**src/rtl/rmh_pkg.sv**
```systemverilog
`timescale 1ns / 1ps
`default_nettype none
package rmh_pkg;

    localparam int DEF_MAX_ITEMS  = 1024;
    localparam int DEF_VALUE_BITS = 32;

    typedef enum logic [1:0] {
        HOP_CLEAR,
        HOP_PUSH,
        HOP_POP
    } heap_op_t;

    typedef struct packed {
        logic     start;
        heap_op_t op;
    } heap_cmd_t;

    typedef enum logic [1:0] {
        H_IDLE,
        H_UP,
        H_LAST,
        H_DOWN
    } heap_state_t;

    typedef enum logic [2:0] {
        C_IDLE,
        C_DECIDE,
        C_ISSUE,
        C_WAIT,
        C_FINISH
    } ctrl_state_t;

endpackage
`default_nettype wire

```
**src/rtl/rmh_front.sv**
```systemverilog
`timescale 1ns / 1ps
`default_nettype none
module rmh_front import rmh_pkg::*; #(
    parameter int VALUE_BITS = DEF_VALUE_BITS
) (
    input  wire logic                         clk,
    input  wire logic                         rst_n,
    input  wire logic                         push,
    output logic                              full,
    input  wire logic                         restart,
    input  wire logic signed [VALUE_BITS-1:0] sample,
    output logic                              q_valid,
    input  wire logic                         q_take,
    output logic                              q_restart,
    output logic signed [VALUE_BITS-1:0]      q_sample
);

    // two-word queue between the port and the sequencer
    logic                         rst_mem_reg [2];
    logic signed [VALUE_BITS-1:0] smp_mem_reg [2];
    logic                         wptr_reg, wptr_next;
    logic                         rptr_reg, rptr_next;
    logic [1:0]                   cnt_reg, cnt_next;
    logic                         wr, rd;

    assign full      = (cnt_reg == 2'd2);
    assign q_valid   = (cnt_reg != 2'd0);
    assign q_restart = rst_mem_reg[rptr_reg];
    assign q_sample  = smp_mem_reg[rptr_reg];
    assign wr        = push && !full;
    assign rd        = q_take && q_valid;

    always_comb
    begin
        wptr_next = wptr_reg ^ wr;
        rptr_next = rptr_reg ^ rd;
        cnt_next  = cnt_reg + {1'b0, wr} - {1'b0, rd};
    end

    always_ff @(posedge clk or negedge rst_n)
    begin
        if (!rst_n)
        begin
            wptr_reg <= 1'b0;
            rptr_reg <= 1'b0;
            cnt_reg  <= 2'd0;
        end
        else
        begin
            wptr_reg <= wptr_next;
            rptr_reg <= rptr_next;
            cnt_reg  <= cnt_next;
        end
    end

    always_ff @(posedge clk)
    begin
        if (wr)
        begin
            rst_mem_reg[wptr_reg] <= restart;
            smp_mem_reg[wptr_reg] <= sample;
        end
    end

endmodule
`default_nettype wire

```
**config.mk**
```make
export PLATFORM = sky130hd
export DESIGN_NAME = rmh_front
export DESIGN_NICKNAME = d
export VERILOG_FILES = /design/src/rtl/rmh_pkg.sv /design/src/rtl/rmh_front.sv
export SDC_FILE = /design/constraint.sdc
export NUM_CORES = 1
export LEC_CHECK = 0
export ABC_AREA = 1
export BUFFER_PORTS_ARGS = -buffer_cell sky130_fd_sc_hd__buf_2
export CORE_MARGIN = 2
export CORE_UTILIZATION = 37
export CTS_CLUSTER_SIZE = 20
export DETAILED_ROUTE_END_ITERATION = 12
export GPL_TIMING_DRIVEN = 0
export MAX_ROUTING_LAYER = met4
export PLACE_DENSITY_LB_ADDON = 0.08
export SETUP_SLACK_MARGIN = 0.5
export SLEW_MARGIN = 10
export SYNTH_ARGS = -nofsm -noshare
export SYNTH_HDL_FRONTEND = slang
export SYNTH_SLANG_ARGS = --single-unit
```
**constraint.sdc**
```tcl
create_clock -name clk -period 1.7 [get_ports clk]
set_input_delay 0.17 -clock clk [delete_from_list [all_inputs] [get_ports clk]]
set_output_delay 0.17 -clock clk [all_outputs]
set_load 0.005 [all_outputs]
```
# Word level (Yosys, flattened, before mapping)
# Memories as Yosys holds them, arrays and structs flattened.
# Index checks and enable logic that the tools add are counted.
[totals]
word_cells = 16
register_bits = 4
ram_bits = 66
memories = 2
[memory_table]
columns = ["name", "words", "word_bits", "read_ports", "rd_ports_with_merged_regs", "write_ports", "line_no", "rtl"]
rows = [
  ["smp_mem_reg", 2, 32, 1, 0, 1, "rmh_front.sv:20", "logic signed [VALUE_BITS-1:0] smp_mem_reg [2];"],
  ["rst_mem_reg", 2, 1, 1, 0, 1, "rmh_front.sv:19", "logic rst_mem_reg [2];"],
]
[classes]
n_eq_ne = 1
bitwise_logic = 2
n_addsub = 2
muxes = 2
reduce_logical = 4
[ops]
columns = ["op", "n"]
rows = [
  ["$add A2 B1 Y2", 1],
  ["$eq A2 B2 Y1 const B", 1],
  ["$logic_and A1 B1 Y1", 2],
  ["$mux W1", 2],
  ["$reduce_bool A2 Y1", 1],
  ["$sub A2 B1 Y2", 1],
  ["$xor A1 B1 Y1", 2],
  ["$logic_not A1 Y1", 1],
]

# Logic depth before layout (Yosys ltp)
[depth]
depth_word = 5
depth_mapped = 10
ltp_nobuf = 10

# Least setup slack after synthesis
# Ideal clock, no wire load.
[synth_timing]
path_kind = "register to register"
startpoint = "register cnt_reg[1]"
endpoint = "memory rst_mem_reg[1], enable pin"
path_stages_with_launch = 5
setup_slack_ps = -176
t_arrival_ps = 1483
n_path_buf = 0
period_less_slack_ps = 1876
setup_ps = 393
required_ps = 1307
cell_sequence = "dfrtp_1 inv_1 o21ai_0 inv_1 ha_1"
[synth_via]
elab_chain_len = 5
[synth_lines]
columns = ["element", "line_no", "rtl"]
rows = [
  ["start: declaration", "rmh_front.sv:23", "logic [1:0] cnt_reg, cnt_next;"],
  ["start signal: assignment", "rmh_front.sv:52", "cnt_reg <= cnt_next;"],
  ["$eq A2 B2 Y1", "rmh_front.sv:26", "assign full = (cnt_reg == 2'd2);"],
  ["$logic_not A1 Y1", "rmh_front.sv:30", "assign wr = push && !full;"],
  ["$logic_and A1 B1 Y1", "rmh_front.sv:30", ""],
  ["$mux W1", "rmh_front.sv:58", "if (wr)"],
  ["$mux W1 (not written as such)", "rmh_front.sv:60", "rst_mem_reg[wptr_reg] <= restart;"],
  ["end: declaration", "rmh_front.sv:19", ""],
]
# Every way passes these cells.

# Worst setup path in the final report
[layout_timing]
startpoint = "register rptr_reg"
endpoint = "output q_sample[25]"
[layout_via]
elab_chain_len = 1
[layout_lines]
columns = ["element", "line_no", "rtl"]
rows = [
  ["start: declaration", "rmh_front.sv:22", "logic rptr_reg, rptr_next;"],
  ["start signal: assignment", "rmh_front.sv:51", "rptr_reg <= rptr_next;"],
  ["$mem_v2 Z2 W32", "-", ""],
  ["end: declaration", "rmh_front.sv:15", "output logic signed [VALUE_BITS-1:0] q_sample"],
]
# Every way passes these cells.

==> results.py <==
metrics = {
    "routing": {
        "avgRoutedWirePerCell_um": 13.37,
        "final_antenna_net_count": 0,
        "drc": 0,
        "drtIter0Drc": 64,
        "viasPerCell": 4.289,
        "drt_first_pass_iters": 6,
        "num_vias": 1853,
        "drt_wl_total_um": 5776,
    },
    "global_routing": {
        "grt_max_degree": 13,
        "grt-ovfl-total": 0,
        "track_usage_pct": 15.47,
        "grt_pass1_wl_um": 8431,
        "antenna_found_initial": 0,
        "grt_pass1_vias": 1722,
    },
    "clocking": {
        "insertion_delay_ns": 0.34,
        "cts_buffers": 9,
        "clock_sinks": 70,
        "cts_tree": "built",
        "ctsRootBufferMaster": "clkbuf_8",
        "htreeDepth": 3,
        "path_clk_slew_ns": 0.08,
        "clockBufferDepth": 2,
    },
    "floorplanning": {
        "core_um2": 7176,
        "die_h_um": 89.45,
        "fp-row-count": 31,
        "start_util_pct": 37.65,
        "die_width_um": 89.45,
        "io_pins": 72,
        "die-area_um2": 8000,
    },
    "power_and_ir_drop": {
        "peakVddDrop_v": 0.0008204,
        "leakage_nw": 1.827,
        "p_per_area_nw_per_um2": 1723,
    },
    "sta": {
        "fmax_mhz": 675.2,
        "skew_ns": 0.01457,
        "setup_viol": 0,
        "period_needed_ns": 1.481,
        "post-route-period-util_pct": 87.12,
        "max_slew.worst_pin.slew_ns": 0.1337,
        "tns_ns": 0,
        "finalHoldViolCount": 0,
        "rsz0062_at_grt": "true",
        "slew_viol_final": 0,
        "slew_headroom_pct": 91.05,
    },
    "critical_path": {
        "max_stage_delay_ns": 0.34,
        "cp_slowest_cell": "dfrtp_1",
        "crit_arrival_ns": 1.31,
        "critPathLaunchType": "flip-flop",
        "required_ns": 1.53,
        "cp.depth": 6,
        "worstRegToRegCells": 5,
        "crit_chain": "buf_6, clkinv_8, clkbuf_16, nand2_2, nand2_1, buf_2",
        "worstSetupEndpointType": "primary output",
        "path_class": "reg -> out",
        "critPathBufInv": 4,
        "cp_max_fo": 8,
        "critical_path.top_delay_family": "buffers and inverters",
    },
    "synthesis": {
        "synthTopCellsByArea": "edfxtp_1 (73%), nand2_1 (14%), dfrtp_1 (3.7%)",
        "yosysSeqAreaShare_pct": 77.07,
        "synth_area_leader_cell": "edfxtp_1",
        "synth_flop_cell": "edfxtp_1",
        "synth_nets": 244,
        "synth_edf_count": 66,
        "ys_ff_latch": 70,
        "yosysMostFrequentCell": "nand2_1",
        "synthTopCellsByCount": "nand2_1 (98), edfxtp_1 (66), nand2_2 (10), inv_1 (9)",
        "ys_warn_count": 0,
        "netlist_area_um2": 2701,
        "syn_avg_cell_area_um2": 13.31,
        "yosys.area.top_type_share_pct": 73.37,
        "yosys.cell_types.count": 13,
        "async_reset_ff_share_pct": 5.714,
        "postSynthCellCount": 203,
    },
    "cells_and_area": {
        "largest_reg_flops": 64,
        "syn2layout_area_growth_pct": 56.83,
        "drive_above_1_share_pct": 52.55,
        "nNetsFinal": 369,
        "num_antenna_cells": 0,
        "stdcell_area_um2": 4237,
    },
    "place": {
        "dpl-instance-area_um2": 3211,
        "hpwlAfterDp_um": 3004,
        "port_buffers": 71,
        "gp_congestion": 0.7471,
    },
    "flow_run": {
        "max-cap-violations": 0,
    },
    "hold_path": {
        "hold_depth": 1,
        "holdCritPathClass": "in -> reg",
    },
    "status": {
        "status": "finished, final reports clean",
    },
}
-- what timing repair did --
item                                    4_1_cts  5_1_grt
cloned                                        2        3
endpoints found under the setup margin      101      104
buffers inserted                             19        5
gates resized for setup                      16       53
endpoints found under the hold margin        19       10
hold buffers                                  9        5
pin swaps                                     6       13
-- worst paths after layout --
check	startpoint	end	slack, ns
min in group asynchronous	rst_n	cnt_reg[0]	0.16
min reg2reg	cnt_reg[1]	cnt_reg[1]	0.60
max	rptr_reg	q_sample[25]	0.22
max in group asynchronous	rst_n	cnt_reg[0]	1.41
max reg2reg	cnt_reg[0]	smp_mem_reg[0][30]	0.30
min	sample[10]	smp_mem_reg[1][10]	0.02
-- per-stage QoR --
step | hold slack [ns] | std cells | util (%) | power (mW) | worst slack (ns)
2_1_floorplan | -0.1256 | 203 | - | 3.681 | 0.3834
3_3_place_gp | -0.01734 | 373 | 44.74 | 4.463 | 0.1564
3_5_place_dp | -0.01675 | 373 | 44.74 | 4.476 | 0.1549
4_1_cts | 0.001237 | 419 | 53.91 | 6.717 | 0.1975
5_1_grt | 0.0008848 | 432 | 59.04 | 7.782 | 0.1220
6_report | 0.01579 | 432 | 59.04 | 7.300 | 0.2189
-- worst reg2reg max path, cell delays in order, from the launching register on --
cell and delay, ns:
dfrtp_2 0.45, o21ai_4 0.18, inv_2 0.08, ha_4 0.18
buf_12 0.14, clkbuf_16 0.15
-- placed cells by master (no fill, tap or decap), types with 2 or more instances in the layout --
cell type      count
buf_6             15
dfrtp_1            3
bufinv_16          3
inv_1              3
buf_4              6
dlygate4sd3_1     14
nand2_2           36
buf_2             67
clkinv_1           2
buf_16             3
edfxtp_1          66
ha_4               4
nand2_1           68
inv_2              6
nand2_4            4
clkinvlp_4         2
clkbuf_8           9
buf_12             8
clkbuf_16          3
buf_8              5
-- cell type report --
class | instances | area [um^2]
fillers | 581 | 2939
flip-flops and latches | 70 | 2083
repair buffers | 114 | 987.2
multi-input cells | 116 | 660.6
clock buffers | 9 | 123.9
well taps | 99 | 123.9
clock inverters | 7 | 112.6
plain buffers | 7 | 95.09
inverters | 10 | 50.05
-- cells by family after synthesis --
group | count (synthesis) | share of synthesized area (%)
flip-flops | 70 | 77.07
adder cells (fa/ha/maj) | 4 | 1.853
AND/OR/NAND/NOR | 111 | 16.44
AO/OA/AOI/OAI | 1 | 0.1851
buffers and inverters | 17 | 4.446
-- layer usage --
metal,part of all wire [%],global-route usage (%)
met4,1.5,7.598
met1,46,18.70
met3,5.0,4.894
met2,48,23.50
met5,0,-
-- power by group --
group	switching [mW]	total, mW	internal (mW)
registers	0.141	2.51	2.37
clock network	0.617	1.58	0.964
logic	1.50	3.21	1.71
total	2.26	7.30	5.04
(Power assumes the default switching activity.)
