File: src/rtl/rmh_pkg.sv
`timescale 1ns / 1ps
`default_nettype none
package rmh_pkg;

    localparam int DEF_MAX_ITEMS  = 1024;
    localparam int DEF_VALUE_BITS = 32;

    typedef enum logic [1:0] {
        HOP_CLEAR,
        HOP_PUSH,
        HOP_POP
    } heap_op_t;

    typedef struct packed {
        logic     start;
        heap_op_t op;
    } heap_cmd_t;

    typedef enum logic [1:0] {
        H_IDLE,
        H_UP,
        H_LAST,
        H_DOWN
    } heap_state_t;

    typedef enum logic [2:0] {
        C_IDLE,
        C_DECIDE,
        C_ISSUE,
        C_WAIT,
        C_FINISH
    } ctrl_state_t;

endpackage
`default_nettype wire

File: src/rtl/rmh_ctrl.sv
`timescale 1ns / 1ps
`default_nettype none
module rmh_ctrl import rmh_pkg::*; #(
    parameter int MAX_ITEMS  = DEF_MAX_ITEMS,
    parameter int VALUE_BITS = DEF_VALUE_BITS,
    localparam int SW        = $clog2((MAX_ITEMS + 1) / 2 + 1),
    localparam int CNT_W     = $clog2(MAX_ITEMS + 1)
) (
    input  wire logic                         clk,
    input  wire logic                         rst_n,
    input  wire logic                         q_valid,
    output logic                              q_take,
    input  wire logic                         q_restart,
    input  wire logic signed [VALUE_BITS-1:0] q_sample,
    output heap_cmd_t                         lcmd,
    output heap_cmd_t                         ucmd,
    output logic signed [VALUE_BITS-1:0]      hval,
    input  wire logic                         lbusy,
    input  wire logic                         ubusy,
    input  wire logic signed [VALUE_BITS-1:0] ltop,
    input  wire logic signed [VALUE_BITS-1:0] utop,
    input  wire logic [SW-1:0]                lsize,
    input  wire logic [SW-1:0]                usize,
    output logic                              empty,
    input  wire logic                         pop,
    output logic signed [VALUE_BITS-1:0]      median_value,
    output logic [CNT_W-1:0]                  held_count,
    output logic                              full_res
);

    ctrl_state_t                  state_reg, state_next;
    logic signed [VALUE_BITS-1:0] x_reg, x_next;
    logic signed [VALUE_BITS-1:0] med_reg, med_next;
    logic [1:0]                   nsteps_reg, nsteps_next;
    logic [1:0]                   step_reg, step_next;
    logic [2:0]                   sel_reg, sel_next;    // 1: upper heap
    logic [2:0]                   pop_reg, pop_next;    // 1: pop, else push
    logic [2:0]                   usex_reg, usex_next;  // 1: push x, else other top
    logic                         avg_reg, avg_next;
    logic                         ovalid_reg, ovalid_next;
    logic signed [VALUE_BITS-1:0] omed_reg, omed_next;
    logic [CNT_W-1:0]             ocnt_reg, ocnt_next;
    logic                         ofull_reg, ofull_next;
    logic [CNT_W-1:0]             total;
    logic                         gt;
    logic signed [VALUE_BITS:0]   sum;
    logic signed [VALUE_BITS:0]   half;
    heap_cmd_t                    cmd;

    assign empty        = !ovalid_reg;
    assign median_value = omed_reg;
    assign held_count   = ocnt_reg;
    assign full_res     = ofull_reg;

    always_comb
    begin
        total       = CNT_W'(lsize) + CNT_W'(usize);
        gt          = x_reg > med_reg;
        sum         = {ltop[VALUE_BITS-1], ltop} + {utop[VALUE_BITS-1], utop};
        half        = (sum + {{VALUE_BITS{1'b0}}, sum[VALUE_BITS]}) >>> 1;
        state_next  = state_reg;
        x_next      = x_reg;
        med_next    = med_reg;
        nsteps_next = nsteps_reg;
        step_next   = step_reg;
        sel_next    = sel_reg;
        pop_next    = pop_reg;
        usex_next   = usex_reg;
        avg_next    = avg_reg;
        ovalid_next = ovalid_reg && !pop;
        omed_next   = omed_reg;
        ocnt_next   = ocnt_reg;
        ofull_next  = ofull_reg;
        q_take      = 1'b0;
        cmd         = '{start: 1'b0, op: HOP_CLEAR};
        lcmd        = cmd;
        ucmd        = cmd;
        hval        = usex_reg[step_reg] ? x_reg : (sel_reg[step_reg] ? ltop : utop);
        unique case (state_reg)
            C_IDLE:
            begin
                if (q_valid && !ovalid_reg)
                begin
                    q_take = 1'b1;
                    x_next = q_sample;
                    if (q_restart)
                    begin
                        lcmd     = '{start: 1'b1, op: HOP_CLEAR};
                        ucmd     = '{start: 1'b1, op: HOP_CLEAR};
                        med_next = '0;
                    end
                    state_next = C_DECIDE;
                end
            end
            C_DECIDE:
            begin
                step_next = 2'd0;
                avg_next  = (lsize != usize);
                if (total >= CNT_W'(MAX_ITEMS))
                begin
                    // refuse: state kept, word reports current figures
                    ovalid_next = 1'b1;
                    omed_next   = med_reg;
                    ocnt_next   = total;
                    ofull_next  = 1'b1;
                    state_next  = C_IDLE;
                end
                else
                begin
                    state_next = C_ISSUE;
                    if (lsize == usize)
                    begin
                        nsteps_next = 2'd1;
                        sel_next    = {2'b00, gt};
                        pop_next    = 3'b000;
                        usex_next   = 3'b001;
                    end
                    else if ((lsize > usize) == gt)
                    begin
                        nsteps_next = 2'd1;
                        sel_next    = {2'b00, gt};
                        pop_next    = 3'b000;
                        usex_next   = 3'b001;
                    end
                    else
                    begin
                        // move the bigger side's top across, then add x there
                        nsteps_next = 2'd3;
                        sel_next    = gt ? 3'b110 : 3'b001;
                        pop_next    = 3'b010;
                        usex_next   = 3'b100;
                    end
                end
            end
            C_ISSUE:
            begin
                cmd = '{start: 1'b1, op: pop_reg[step_reg] ? HOP_POP : HOP_PUSH};
                if (sel_reg[step_reg])
                    ucmd = cmd;
                else
                    lcmd = cmd;
                state_next = C_WAIT;
            end
            C_WAIT:
            begin
                if (!lbusy && !ubusy)
                begin
                    step_next  = step_reg + 1'b1;
                    state_next = (step_reg + 1'b1 == nsteps_reg) ? C_FINISH : C_ISSUE;
                end
            end
            C_FINISH:
            begin
                if (avg_reg)
                    med_next = half[VALUE_BITS-1:0];
                else
                    med_next = sel_reg[0] ? utop : ltop;
                ovalid_next = 1'b1;
                omed_next   = med_next;
                ocnt_next   = total;
                ofull_next  = 1'b0;
                state_next  = C_IDLE;
            end
            default: state_next = C_IDLE;
        endcase
    end

    always_ff @(posedge clk or negedge rst_n)
    begin
        if (!rst_n)
        begin
            state_reg  <= C_IDLE;
            med_reg    <= '0;
            ovalid_reg <= 1'b0;
            step_reg   <= 2'd0;
            nsteps_reg <= 2'd1;
        end
        else
        begin
            state_reg  <= state_next;
            med_reg    <= med_next;
            ovalid_reg <= ovalid_next;
            step_reg   <= step_next;
            nsteps_reg <= nsteps_next;
        end
    end

    always_ff @(posedge clk)
    begin
        x_reg    <= x_next;
        sel_reg  <= sel_next;
        pop_reg  <= pop_next;
        usex_reg <= usex_next;
        avg_reg  <= avg_next;
        omed_reg <= omed_next;
        ocnt_reg <= ocnt_next;
        ofull_reg <= ofull_next;
    end

    a_cap: assert property (@(posedge clk) disable iff (!rst_n)
        (CNT_W'(lsize) + CNT_W'(usize)) <= CNT_W'(MAX_ITEMS))
        else $error("held count beyond capacity");
    a_balance: assert property (@(posedge clk) disable iff (!rst_n)
        (state_reg == C_DECIDE) |->
            (CNT_W'(lsize) <= CNT_W'(usize) + 1'b1 && CNT_W'(usize) <= CNT_W'(lsize) + 1'b1))
        else $error("heaps out of balance");
    a_refuse: assert property (@(posedge clk) disable iff (!rst_n)
        (!ovalid_reg && ovalid_next && ofull_next) |=> (ocnt_reg == CNT_W'(MAX_ITEMS)))
        else $error("refusal below capacity");

endmodule
`default_nettype wire
File: config.mk
export PLATFORM = sky130hd
export DESIGN_NAME = rmh_ctrl
export DESIGN_NICKNAME = d
export VERILOG_FILES = /design/src/rtl/rmh_pkg.sv /design/src/rtl/rmh_ctrl.sv
export SDC_FILE = /design/constraint.sdc
export NUM_CORES = 1
export LEC_CHECK = 0
export BUFFER_PORTS_ARGS = -buffer_cell sky130_fd_sc_hd__buf_2
export CAP_MARGIN = 0
export CORE_ASPECT_RATIO = 1.4
export CORE_MARGIN = 2
export CORE_UTILIZATION = 40
export DETAILED_ROUTE_END_ITERATION = 12
export GPL_TIMING_DRIVEN = 1
export HOLD_SLACK_MARGIN = 0.08
export PLACE_DENSITY = 0.69
export SLEW_MARGIN = 20
export SYNTH_ARGS = -nofsm -noshare
export SYNTH_HDL_FRONTEND = slang
export SYNTH_SLANG_ARGS = --single-unit
File: constraint.sdc
create_clock -name clk -period 2.7 [get_ports clk]
set_input_delay 0.54 -clock clk [delete_from_list [all_inputs] [get_ports clk]]
set_output_delay 0.54 -clock clk [all_outputs]
set_load 0.1 [all_outputs]
# == Word level (Yosys, flattened, before mapping) ==
# Cells that the tools add are included.
# W data, S select, Z words.
# totals
regBits,126
inputBits,123
output_inout_bits,84
elab_cells,97
# op_classes
add_sub_neg,4
n_lt_le_gt_ge,4
n_eq_ne,12
n_mux,44
bitwise_logic,1
reduce_logical,18
# ops
operator,n
$mux W32,7
$pmux W32 S2,2
$add A32 B32 Y33,1
$add A33 B1 Y33,1
$gt A32 B32 Y1,1
$mux W3,9
$pmux W11 S2,1
$mux W2,6
$pmux W3 S2,2
$pmux W3 S4,1
$add A10 B10 Y11,1
$ge A11 B11 Y1 const B,1
$mux W11,1
$eq A10 B10 Y1,1
$gt A10 B10 Y1,1
$ne A10 B10 Y1,1
$reduce_and A2 Y1,5
$mux W1,9
$ne A2 B2 Y1 const B,4
$bmux W1 S2,3
$eq A3 B2 Y1 const B,2
$reduce_bool A2 Y1,3
$logic_not A1 Y1,4
$pmux W1 S2,2
12 further kinds,14

# == Logic depth before layout (Yosys ltp) ==
# Gate-level depths: netlist of the first run.
# logic_depth
word_depth,5
mapped_depth,18
ltp_nobuf,17

# == Worst setup path after synthesis of the first run ==
# Ideal clock, no wire load.
# synth_path
kind,in2reg
start,in ltop[9]
end,reg omed_reg[21] (netlist: median_value[21]) (data pin)
arrival_ns,4.353
required_ns,2.446
path_slack_ns,-1.907
cell_stages,17
path_buffers,2
cell_sequence,ha_1 > buf_4 > a211oi_1 > o21bai_1 > a22o_1 > a21o_1 > o31ai_1 > and2_1 > ha_1 > nand2_1 > nor4_2 > nand4_1 > or4_4 > buf_6 > o21a_1 > o311a_1 > a21o_1
# synth_between
elab_chain_cells,4
# synth_rtl
element,line_no,source
from (decl),rmh_ctrl.sv:20,"input wire logic signed [VALUE_BITS-1:0] ltop,"
$add A32 B32 Y33,rmh_ctrl.sv:59,"sum = {ltop[VALUE_BITS-1], ltop} + {utop[VALUE_BITS-1], utop};"
$add A33 B1 Y33,rmh_ctrl.sv:60,"half = (sum + {{VALUE_BITS{1'b0}}, sum[VALUE_BITS]}) >>> 1;"
$mux W32,rmh_ctrl.sv:154,if (avg_reg)
$pmux W32 S2,rmh_ctrl.sv:79,unique case (state_reg)
named net omed_next[21],rmh_ctrl.sv:41,"logic signed [VALUE_BITS-1:0] omed_reg, omed_next;"
to (signal assigned),rmh_ctrl.sv:195,omed_reg <= omed_next;
to (decl),rmh_ctrl.sv:41,
# The timed path passes the listed nets, and every way through them passes these cells.
# A chain may end at the register's enable or synchronous reset.

# == Worst setup path in the final report of the first run ==
# layout_path
start,in ltop[2]
end,reg omed_reg[29] (netlist: median_value[29]) (data pin)
# Same word-level chain as after synthesis.

==> reports/metrics.yaml, run 1 <==
clock_network:
  cts.reportedPaths.clkPinSlew_ps: 60
  cts_hold_buf: 0
  cts_tree: "done"
  clk_path_buf_depth: 2
  clock-sinks: 120
  insertion_delay_ps: 420
  cts_root_buf: "clkbuf_16"
  numCtsBuffers: 17
  htreeDepth: 4
setup_path:
  ff2ff_setup_slack_ps: -400
  cp.arrival_ps: 4190
  critPathKind: "in2reg"
  cp_cell_sequence: "buf_2 > ha_4 > buf_4 > o211ai_4 > o211ai_4 > buf_4 > buf_4 > a211oi_2 > o2bb2ai_2 > nor3_1 > nand4_1 > or4_4 > buf_6 > a32o_2 > nor3_4 > o21ai_1"
  endpoint: "median_value[29]$_DFFE_PP_"
  max_stage_delay_ps: 630
  critPathSlowestCell: "or4_4"
  start_kind: "input pin"
  cp_common_cell: "buf_4"
  reg2regPathDepth: 12
  critPathLaunch: "ltop[2]"
  crit_buf_inv: 5
  critical_path.top_delay_family: "simple AND/OR/NAND/NOR gates"
  cp-end-kind: "flop"
  r2r-end: "usex_reg[0]$_SDFFCE_PP1P_"
  path_depth: 16
  critPathRequiredTime_ps: 2870
  r2r_start: "x_reg[9]$_DFFE_PP_"
  crit_fanout: 5
sta:
  fin_ws_ps: -1320
  finalCriticalPeriod_ps: 4020
  fmax_mhz: 248.7
  slew_headroom: 0.3473
  setup_viol: 104
  slew_violations: 0
  finalHoldViolCount: 0
  clock_skew_ps: 9.470
  fin_tns_setup_ps: -59030
  finalCritPeriodShare: 1.489
  rsz0062_at_grt: "true"
  worstMarginPinSlew_ps: 979.1
placed_design:
  port_buffers: 206
  post-dp-hpwl_um: 29670
  place_congestion: 1.002
  placedCellCount: 1895
global_route:
  grt_pass1_wl_um: 64700
  grt_pass1_vias: 11981
  gr-total-overflow: 0
  grt_max_degree: 40
  grt_usage: 0.3344
  grt_antenna_before_repair: 1
logic_synthesis:
  synth_top_area_frac: 0.2464
  synth.most_common_cell: "nand2_1"
  ys_types: 75
  syn-cell-area_mm2: 0.009871
  ys_seq_area_frac: 0.3453
  synthMuxAreaShare: 0.06287
  synth_compound_area_frac: 0.2185
  synthCells: 1098
  ys_top_cells_by_count: "112 x nand2_1, 85 x ha_1, 81 x edfxtp_1, 81 x o21ai_0, 70 x a21oi_1"
  ys_ff_latch: 120
  synth_top_family_by_area: "compound AO/OA/AOI/OAI gates"
  synth_edf_count: 81
  synth-xor-area-share: 0.04791
  synth.area.top_cells: "edfxtp_1 25%, ha_1 11%, dfrtp_1 9.9%, mux2i_1 4.8%, nand2_1 4.3%"
  synthAdderAreaFrac: 0.1118
  ys.flop_type: "edfxtp_1"
  yosysTopAreaCell: "edfxtp_1"
  avgSynthCellArea_um2: 8.990
  synth-simple-area-share: 0.1642
  syn_nets: 1308
  yosysWarnings: 0
  ys_async_sr_fraction: 0.3250
status:
  status: "finished with violations"
  violations: "setup timing"
route:
  vias: 12069
  wl_um: 49840
  routedWlPerCell_um: 24.81
  drtIter0Drc: 1169
  viasPerCell: 6.007
  dr.pass1.iters: 9
  drcViolationCount: 0
  ant_nets: 0
job:
  drv_cap: 0
floorplan:
  start_util: 0.4042
  fp.dieArea_mm2: 0.02597
  ioPinCount: 207
  die_y_um: 189.9
  core_mm2: 0.02442
  die_x_um: 136.8
  fp-row-count: 68
cells_and_area:
  area_growth_pct: 80.87
  nets: 1890
  finalNonFillerCells: 2009
  drive_gt1_frac: 0.5381
power_and_ir_drop:
  p_leak_nw: 8.016
  finalPower_w: 0.01788
  peakVddDrop_mv: 1.578
  power.density_mw_per_mm2: 1001
worst_hold_path:
  hold_path_class: "in2async"
## repair_timing
item                                   in CTS  in global routing
endpoints found under the hold margin       0                  0
gates cloned                                6                  4
resized for setup                         191                149
pin swaps                                  60                 82
setup buffers                              74                 34
setup endpoints to repair                  98                151
## placed cells by master (no fill, tap or decap), drive strengths merged, types with 11 or more instances in the layout
cell type,count
ha,85
o21bai,12
nand3,16
xor2,21
inv,69
a211oi,25
o21ai,85
nand2,113
nand4,24
dfrtp,39
mux2i,47
a21oi,72
o21a,11
mux2,13
clkbuf,22
xnor2,33
nor3,35
o211ai,18
nor4,15
buf,611
nor2b,17
a21o,55
edfxtp,81
nor2,60
## layer usage
| layer | GRT usage | part of all wire | vias to the layer above |
|---|---|---|---|
| met1 | 0.3291 | 0.31 | 5649 |
| met3 | 0.1154 | 0.12 | 342 |
| met2 | 0.5602 | 0.47 | 865 |
| met5 | 0 | 0.00030 | - |
| met4 | 0.2732 | 0.10 | 2 |
| li1 | - | - | 5211 |
## power breakdown
part	switching [W]	internal, W
Clock	0.000836	0.00144
Sequential	0.000318	0.00253
Combinational	0.00772	0.00503
Total	0.00888	0.00900
## metrics by stage
step                      utilization  setup slack, ps  cell area [um^2]  hold slack (ps)
after floorplan                     -            -1541             10410            244.4
after global placement         0.6012            -1436             14680            458.4
after detailed placement       0.6012            -1499             14680            461.8
after CTS                      0.6897           -965.1             16840            283.2
after global routing           0.7310            -1458             17850            273.2
final                          0.7311            -1320             17850            267.2
## how the worst min path moves through the flow
stage / from / end / slack (ps) / cells past startpoint
finish: rst_n / med_reg[5]$_DFFE_PN0P_ / 270 / 1
global route: q_sample[28] / x_reg[28]$_DFFE_PP_ / 270 / 1
CTS: q_sample[27] / x_reg[27]$_DFFE_PP_ / 280 / 1
detailed placement: med_reg[1]$_DFFE_PN0P_ / med_reg[1]$_DFFE_PN0P_ / 460 / 2
global placement: med_reg[15]$_DFFE_PN0P_ / med_reg[15]$_DFFE_PN0P_ / 460 / 2
floorplan: rst_n / med_reg[0]$_DFFE_PN0P_ / 240 / 0
## layout make-up
class / instances / area (um^2)
Multi-Input combinational cell: 858 / 8009
Tap cell: 315 / 394.1
Clock inverter: 13 / 153.9
Antenna cell: 1 / 2.502
Sequential cell: 120 / 3410
Inverter: 69 / 261.5
Clock buffer: 19 / 432.9
Timing Repair Buffer: 614 / 5190
Fill cell: 1529 / 6565
## logic make-up after synthesis
family / after synthesis
buffers and inverters: 120
and+or+nand+nor: 328
xor gates and xnor gates: 54
muxes: 60
adders and majority gates: 87
AOI/OAI and AO/OA: 329
DFF: 120
Note: power is estimated with default switching activity, not from simulation.
==> run 2, diff against run 1 <==
- RECOVER_POWER: unset -> 50
==> reports/metrics.yaml, run 2 (same netlist as run 1, synthesis figures left out) <==
sta:
  worstMarginPinSlew_ps: 2375
  finalHoldViolCount: 0
  finalCriticalPeriod_ps: 4031
  slew_headroom: -0.5831
  rsz0062_at_grt: "true"
  fin_ws_ps: -1331
  fmax_mhz: 248.1
  setup_viol: 130
  slew_violations: 40
  finalCritPeriodShare: 1.493
  clock_skew_ps: 7.706
setup_path:
  cp-end-kind: "flop"
  cp.arrival_ps: 4200
  r2r_start: "x_reg[9]$_DFFE_PP_"
  start_kind: "input pin"
  critPathSlowestCell: "or4_4"
  cp_cell_sequence: "buf_2 > ha_4 > buf_4 > o211ai_4 > o211ai_4 > buf_4 > buf_4 > a211oi_2 > o2bb2ai_2 > nor3_1 > nand4_1 > or4_4 > buf_6 > nor2_4 > xnor2_2 > a221o_1"
  crit_fanout: 5
  reg2regPathDepth: 12
  ff2ff_setup_slack_ps: -380
  critPathKind: "in2reg"
  cp_common_cell: "buf_4"
  critical_path.top_delay_family: "simple AND/OR/NAND/NOR gates"
  path_depth: 16
  critPathRequiredTime_ps: 2870
  crit_buf_inv: 5
  max_stage_delay_ps: 640
  r2r-end: "usex_reg[0]$_SDFFCE_PP1P_"
route:
  viasPerCell: 5.997
  wl_um: 49830
  drcViolationCount: 0
  vias: 12047
  dr.pass1.iters: 6
  routedWlPerCell_um: 24.80
  ant_nets: 0
  drtIter0Drc: 1278
clock_network:
  numCtsBuffers: 17
  cts_root_buf: "clkbuf_16"
  insertion_delay_ps: 420
  cts_tree: "done"
  htreeDepth: 4
  clock-sinks: 120
  cts.reportedPaths.clkPinSlew_ps: 60
  clk_path_buf_depth: 2
cells_and_area:
  nFillCells: 1538
  area_growth_pct: 80.44
  finish.utilization: 0.7294
  layout_common_cells: "343 x buf_4, 149 x buf_2, 97 x nand2_1"
  finalInstanceArea_mm2: 0.01781
  nets: 1890
  final_common_cell: "buf_4"
  drive_gt1_frac: 0.5275
power_and_ir_drop:
  power.density_mw_per_mm2: 1003
  p_int_w: 0.008983
  peakVddDrop_mv: 1.581
  finalPower_w: 0.01786
  power_switching_w: 0.008880
  pwr-share-seq: 0.159
  p_leak_nw: 7.974
  pwr-share-comb: 0.713
  swShare: 0.4971
  clkPwrFrac: 0.127
status:
  status: "finished with violations"
  violations: "capacitance limit, slew limit, setup timing"
worst_hold_path:
  hold_path_depth: 1
  min_to: "x_reg[28]$_DFFE_PP_"
  hold_path_class: "in2reg"
  holdCritStartpoint: "q_sample[28]"
floorplan:
  fp.dieArea_mm2: 0.02597
  fp-row-count: 68
  die_x_um: 136.8
  core_mm2: 0.02442
  start_util: 0.4042
  ioPinCount: 207
  die_y_um: 189.9
global_route:
  grt_pass1_vias: 11981
  grt_pass1_wl_um: 64700
  grt_usage: 0.3344
  grt_max_degree: 40
  gr-total-overflow: 0
  grt_antenna_before_repair: 1
placed_design:
  port_buffers: 206
  place_congestion: 1.002
  post-dp-hpwl_um: 29670
  place_area_mm2: 0.01468
  place_ws_ps: -1499
job:
  drv_cap: 1
run 2: stage by stage:
stage,hold WS (ps),TNS (ps),std cells
final,292.3,-63230,2009
after global routing,273.2,-80170,2008
after CTS,283.2,-39530,1988
after detailed placement,461.8,-84540,1895
after global placement,458.4,-79850,1895
after floorplan,244.4,-84570,1098
run 2: routing by layer:
| metal | GRT usage | wire [um] |
|---|---|---|
| met1 | 0.3291 | 15380 |
| met2 | 0.5602 | 23570 |
| met3 | 0.1154 | 5966 |
| met4 | 0.2732 | 4899 |
| met5 | 0 | 15 |
run 2: what timing repair did:
item,in CTS,in global routing
gates resized for setup,191,149
setup endpoints to repair,98,151
gates cloned,6,4
hold buffers,0,0
setup buffers,74,34
hold endpoints to repair,0,0
pin swaps,60,82
run 2: how the worst max path moves through the flow:
stage,startpoint,end,slack (ps)
after CTS,ltop[0],median_value[21]$_DFFE_PP_,-970
final,ltop[2],median_value[27]$_DFFE_PP_,-1330
after global routing,ltop[2],median_value[21]$_DFFE_PP_,-1460
after global placement,ltop[0],median_value[27]$_DFFE_PP_,-1440
after floorplan,ltop[0],median_value[21]$_DFFE_PP_,-1540
after detailed placement,ltop[0],median_value[27]$_DFFE_PP_,-1500
run 2: power by group through the flow:
stage / logic, W / registers, W / clock network [W]
5_1_grt: 0.0131 / 0.00287 / 0.00238
3_3_place_gp: 0.00995 / 0.00282 / 0
4_1_cts: 0.0113 / 0.00280 / 0.00227
2_1_floorplan: 0.00571 / 0.00356 / 0
6_report: 0.0127 / 0.00284 / 0.00228
3_5_place_dp: 0.0101 / 0.00283 / 0
run 2: cell type report:
| type | count | area, um^2 | area share |
|---|---|---|---|
| clock inverter | 13 | 153.9 | 0.008641 |
| timing repair buffer | 614 | 5166 | 0.2901 |
| clock buffer | 19 | 432.9 | 0.02431 |
| multi-input combinational | 858 | 7990 | 0.4486 |
| tap | 315 | 394.1 | 0.02213 |
| antenna | 1 | 2.502 | 0.0001405 |
| sequential | 120 | 3410 | 0.1914 |
| inverter | 69 | 261.5 | 0.01468 |
run 2: worst register-to-register path: cells and delay by family, from the launching register on:
kind / cells / cell delay (ps)
flip-flops: 1 / 410
buffers and inverters: 1 / 180
AND/OR/NAND/NOR: 2 / 350
adder cells (fa/ha/maj): 1 / 330
multiplexers: 1 / 210
XOR/XNOR: 1 / 70
AO/OA/AOI/OAI: 6 / 1290
